$ cat config.mk
export PLATFORM = sky130hd
export DESIGN_NAME = snrg_queue
export DESIGN_NICKNAME = d
export VERILOG_FILES = /design/src/rtl/core/snrg_pkg.sv /design/src/rtl/core/snrg_queue.sv
export SDC_FILE = /design/constraint.sdc
export NUM_CORES = 2
export LEC_CHECK = 0
export ABC_AREA = 1
export BUFFER_PORTS_ARGS = -buffer_cell sky130_fd_sc_hd__buf_4
export CAP_MARGIN = 20
export CORE_ASPECT_RATIO = 0.5
export CORE_MARGIN = 3
export CORE_UTILIZATION = 50
export CTS_CLUSTER_SIZE = 14
export DETAILED_ROUTE_END_ITERATION = 8
export MAX_ROUTING_LAYER = met4
export PLACE_DENSITY = 0.66
export SETUP_SLACK_MARGIN = 0.15
export SYNTH_ARGS = -nofsm -noshare
export SYNTH_HDL_FRONTEND = slang
export SYNTH_SLANG_ARGS = --single-unit
export TNS_END_PERCENT = 10
$ cat constraint.sdc
create_clock -name aclk -period 11.3 [get_ports aclk]
set_input_delay 0.565 -clock aclk [delete_from_list [all_inputs] [get_ports aclk]]
set_output_delay 0.565 -clock aclk [all_outputs]
set_load 0.05 [all_outputs]
$ cat src/rtl/core/snrg_pkg.sv
// ----------------------------------------------------------------------------
// snrg_pkg: shared types and constants for the spectral noise gain block
// Holds the configuration bundle, the queue entry between the front and the
// back part, and the single-step square root and division helpers.
// ----------------------------------------------------------------------------
package snrg_pkg;

    // Default number of noise estimate entries.
    localparam int BIN_COUNT_DEF = 513;
    // Depth of the queue between the front and the back part.
    localparam int QUEUE_DEPTH = 32;
    // Square root: 32 result bits, two bits per stage.
    localparam int SQRT_STAGES = 16;
    // Division: 16 quotient bits, two bits per stage.
    localparam int DIV_STAGES = 8;

    // Unity gain in Q1.15.
    localparam logic [15:0] GAIN_ONE = 16'd32768;

    // Reset values of the configuration registers.
    localparam logic [15:0] ALPHA_RST = 16'd64225;
    localparam logic [15:0] BETA_RST = 16'd512;
    localparam logic [15:0] FLOOR_RST = 16'd328;

    // Configuration register indexes.
    localparam logic [1:0] CFG_ALPHA = 2'd0;
    localparam logic [1:0] CFG_BETA = 2'd1;
    localparam logic [1:0] CFG_FLOOR = 2'd2;

    typedef struct packed {
        logic [15:0] alpha;
        logic [15:0] beta;
        logic [15:0] gfloor;
    } cfg_t;

    // One classified bin handed from the front to the back part.
    typedef struct packed {
        logic signed [23:0] re;
        logic signed [23:0] im;
        logic [31:0]        mag;
        logic [31:0]        noise;
        logic               unity;
    } qent_t;

    typedef struct packed {
        logic [33:0] rem;
        logic [31:0] root;
    } sqrt_t;

    typedef struct packed {
        logic [65:0] rem;
        logic [15:0] q;
    } div_t;

    // One digit of the bit-by-bit integer square root.
    function automatic sqrt_t sqrt_step(sqrt_t s, logic [1:0] pair);
        logic [35:0] cur;
        logic [35:0] trial;
        sqrt_t       r;
        cur   = {s.rem, pair};
        trial = {2'b00, s.root, 2'b01};
        if (cur >= trial) begin
            r.rem  = 34'(cur - trial);
            r.root = {s.root[30:0], 1'b1};
        end else begin
            r.rem  = cur[33:0];
            r.root = {s.root[30:0], 1'b0};
        end
        return r;
    endfunction

    // One quotient bit of the restoring division against a fixed divisor.
    function automatic div_t div_step(div_t s, logic [65:0] dsh);
        div_t r;
        if (s.rem >= dsh) begin
            r.rem = 66'((s.rem - dsh) << 1);
            r.q   = {s.q[14:0], 1'b1};
        end else begin
            r.rem = 66'(s.rem << 1);
            r.q   = {s.q[14:0], 1'b0};
        end
        return r;
    endfunction

endpackage

$ cat src/rtl/core/snrg_queue.sv
// ----------------------------------------------------------------------------
// snrg_queue: queue between the front and the back part
// A small register FIFO; the head entry is visible while the queue is not
// empty.
// ----------------------------------------------------------------------------
module snrg_queue #(
    parameter int DEPTH = snrg_pkg::QUEUE_DEPTH
) (
    input  logic            aclk,
    input  logic            aresetn,
    input  logic            push,
    input  snrg_pkg::qent_t push_ent,
    input  logic            pop,
    output logic            nempty,
    output logic            full,
    output snrg_pkg::qent_t head
);

    localparam int PW = $clog2(DEPTH);

    snrg_pkg::qent_t mem_reg [DEPTH];
    logic [PW-1:0]   wr_ptr_reg;
    logic [PW-1:0]   rd_ptr_reg;
    logic [PW:0]     count_reg;

    // Storage write.
    always_ff @(posedge aclk) begin
        if (push) begin
            mem_reg[wr_ptr_reg] <= push_ent;
        end
    end

    // Pointers and fill level.
    always_ff @(posedge aclk) begin
        if (!aresetn) begin
            wr_ptr_reg <= '0;
            rd_ptr_reg <= '0;
            count_reg  <= '0;
        end else begin
            if (push) begin
                wr_ptr_reg <= (wr_ptr_reg == PW'(DEPTH - 1)) ? '0 : wr_ptr_reg + 1'b1;
            end
            if (pop) begin
                rd_ptr_reg <= (rd_ptr_reg == PW'(DEPTH - 1)) ? '0 : rd_ptr_reg + 1'b1;
            end
            count_reg <= count_reg + (PW+1)'(push) - (PW+1)'(pop);
        end
    end

    assign nempty = (count_reg != '0);
    assign full   = (count_reg == (PW+1)'(DEPTH));
    assign head   = mem_reg[rd_ptr_reg];

endmodule

==> run summary <==
final core occ -> 55.3%
synthesized area per cell -> 12.3 sq um
DP Area -> 150,000 sq um
Antenna Nets Post-Route -> 0
Global Route Usage Sum -> 28.1%
Post-synth EDFFs -> 3,616
share of layout cells above drive strength 1 -> 6.81%
worst hold start -> push
CTS max path bufs -> 4
Fmax -> 145 MHz
H-tree depth -> 5
vias in the first global route -> 89,277
TritonCTS Buffers -> 326
worst path arrival time -> 6.33 ns
vias per std cell -> 5.99
CP startpoint kind -> flip-flop
cell family with most CP delay -> buffers and inverters
CTS sink count -> 3,637
R2R cell count -> 7
Tcrit/Tclk final -> 61.0%
Area contributors post-synth -> edfxtp_1 75%, nand3_1 11%, nand2_1 10%
post-synthesis xor/xnor area fraction -> 0.00604%
GRT overflow -> 0
Clock Latency Late Sink -> 0.86 ns
Final Worst Setup Slack -> 4.40 ns
antenna violations before repair -> 24
RSZ-0062 raised after global routing -> no
crit path capture type -> output port
Placement Setup Slack -> 5.43 ns
status -> finished, final reports clean
post-route cell area -> 159,000 sq um
crit-path max FO -> 187
count of pins over their slew limit -> 0
maximum VDD drop -> 0.000111 V
CP peak stage delay -> 0.97 ns
row cnt -> 139
Pre-antenna DRT Iters -> 6
asr flop ratio synth -> 0%
first-pass GRT wire length -> 604 mm
die height -> 387 um
CTS Root Cell -> clkbuf_16
setup bufs post-CTS -> 0
CTS tree -> yes
# DRC -> 0
die width -> 768 um
min cycle time layout -> 6.90 ns
complex-gate fraction of the synthesized area -> 0.0837%
PD cells -> 174 nW/um^2
r2r setup slk -> 6.45 ns
WL per Instance -> 26.1 um
Layout Area Growth over Synthesis -> 9.76%
routed vias -> 95,086
Critical-path top delay cell -> buf_4
max cap viols -> 0
setup TNS -> 0 ns
Hold Path Class -> in2reg
kind of critical path -> reg2out
area share of the largest cell type after synthesis -> 74.8%
Worst-Margin Slew -> 1.25 ns
aggregate routed wire length -> 414 mm
Seq/Total Area, Yosys -> 75.1%
CP Data Required Time -> 10.74 ns
post-route insts no fill -> 15,883
Nets -> 11,903
count leader, synth -> nand2_1
synth unique cells -> 26
leading area contributor after synthesis -> edfxtp_1
Worst Hold Endpoint -> wr_ptr_reg[0]
worst path bufs/invs -> 5
Syn Nets -> 11,965
reg-to-reg endpoint -> mem_reg[18][90]
reg2reg start -> wr_ptr_reg[0]
leakage -> 55.5 nW
total power -> 27.6 mW
slew margin rel. -> 17.0%
IO Count -> 232
total placed cells including tap cells -> 15,315
Setup-failing EPs final -> 0
synth cell count leaders -> 4,029 x nand2_1, 3,616 x edfxtp_1, 3,257 x nand3_1, 467 x buf_2, 124 x clkbuf_1
clock slew seen by the registers of the worst setup and hold paths -> 0.07 ns
crit-path cells -> buf_12 > buf_4 > buf_4 > buf_4 > nand2_1 > nand3_1 > nand3_1 > nand2_1 > nand2_1 > nand2_1 > nand2_1 > nand2_1 > buf_4
Die Area -> 297,000 sq um
post-detail-place hpwl -> 189 mm
Hold Path Depth -> 4
DRT iter0 DRCs -> 13,321
Core Area -> 288,000 sq um
final hold slack -> 0.0813 ns
final weighted congestion in routability-driven placement -> 0.775
largest net degree at the start of global routing -> 210
Post-Synth Adder-Cell Area -> 0.152%
Synth Area in Simple Gates -> 21.8%
Final Hold Vio Count -> 0
Synth Register Bits -> 3,637
synth warn -> 0
Initial Util -> 50.4%
Post-Synthesis Cells -> 11,831
I/O Buffers -> 231
Final Skew -> 0.0414 ns
Cell Area, Synth -> 145,000 sq um
CP most frequent cell -> nand2_1
ys flop type -> edfxtp_1
largest family of logic cells by synthesized area -> simple AND/OR/NAND/NOR gates
multiplexer share of the synthesized area -> 0%
max reg flops -> 3,616
[worst min-delay path: cells and delay by family]
kind / cells / cell delay, ns
simple gates: 3 / 0.19
buf+inv: 1 / 0.15
[repair_timing]
action	4_1_cts	5_1_grt
endpoints found under the hold margin	11	0
hold buffers	2	0
gates resized for setup	0	0
[cells by family (layout without fill, tap and decap cells)]
| logic type | count (synthesis) | after routing |
|---|---|---|
| AND/OR/NAND/NOR | 7341 | 7341 |
| flip-flops | 3637 | 3637 |
| buffers and inverters | 812 | 968 |
| AO/OA/AOI/OAI | 23 | 23 |
| adder cells (fa/ha/maj) | 17 | 17 |
| XOR/XNOR | 1 | 1 |
| other | 0 | 19 |
[cell usage in the layout (no fill, tap or decap), types with 6 or more instances in the layout]
master | netlist | layout
ha_1 | 16 | 16
clkinv_1 | 1 | 65
nor2_1 | 40 | 12
clkbuf_1 | 124 | 95
dfxtp_1 | 21 | 16
nor2_4 | 0 | 28
inv_1 | 28 | 27
o21ai_0 | 7 | 7
inv_6 | 0 | 12
buf_4 | 103 | 353
diode_2 | 0 | 19
edfxtp_1 | 3616 | 3616
a21oi_1 | 13 | 13
nor3_1 | 10 | 6
bufinv_16 | 0 | 8
buf_12 | 0 | 33
clkinv_2 | 0 | 25
nand2_1 | 4029 | 4029
nand3_1 | 3257 | 3257
clkbuf_16 | 0 | 336
[layer usage]
layer | track usage (%) | vias to the layer above | part of all wire [%] | wire length (um)
met5 | - | - | 0 | 0
met4 | 7.89 | 0 | 2.9 | 12100
met3 | 4.29 | 744 | 10 | 42800
met2 | 42.4 | 5359 | 46 | 189000
met1 | 40.0 | 47018 | 41 | 170000
li1 | - | 41965 | - | -
[layout make-up]
| cell class | count | area [sq um] |
|---|---|---|
| diodes | 19 | 47.5 |
| fillers | 23134 | 129000 |
| repair buffers | 390 | 3390 |
| inverters | 32 | 166 |
| clock inverters | 114 | 753 |
| well taps | 3877 | 4850 |
| flip-flops and latches | 3637 | 109000 |
| clock buffers | 432 | 8780 |
| multi-input cells | 7382 | 32200 |
[worst max path at each step]
| stage | from | end | slack, ns | cells past startpoint |
|---|---|---|---|---|
| after CTS | flip-flop | head[80] | 4.45 | 13 |
| after global routing | flip-flop | head[80] | 4.09 | 13 |
| after floorplan | push | mem_reg[15][0] | 1.81 | 5 |
| final | flip-flop | head[80] | 4.40 | 13 |
| after global placement | flip-flop | head[80] | 5.42 | 13 |
| after detailed placement | flip-flop | head[80] | 5.43 | 13 |
[report_power, final]
group | switching [mW] | leakage [nW] | total, mW | internal (mW)
Clock | 4.78 | 4.63 | 10.4 | 5.63
Combinational | 1.69 | 18.2 | 2.26 | 0.567
Sequential | 0.0373 | 32.8 | 15.0 | 14.9
Total | 6.51 | 55.5 | 27.6 | 21.1
Power figures use the tool's default switching activity.
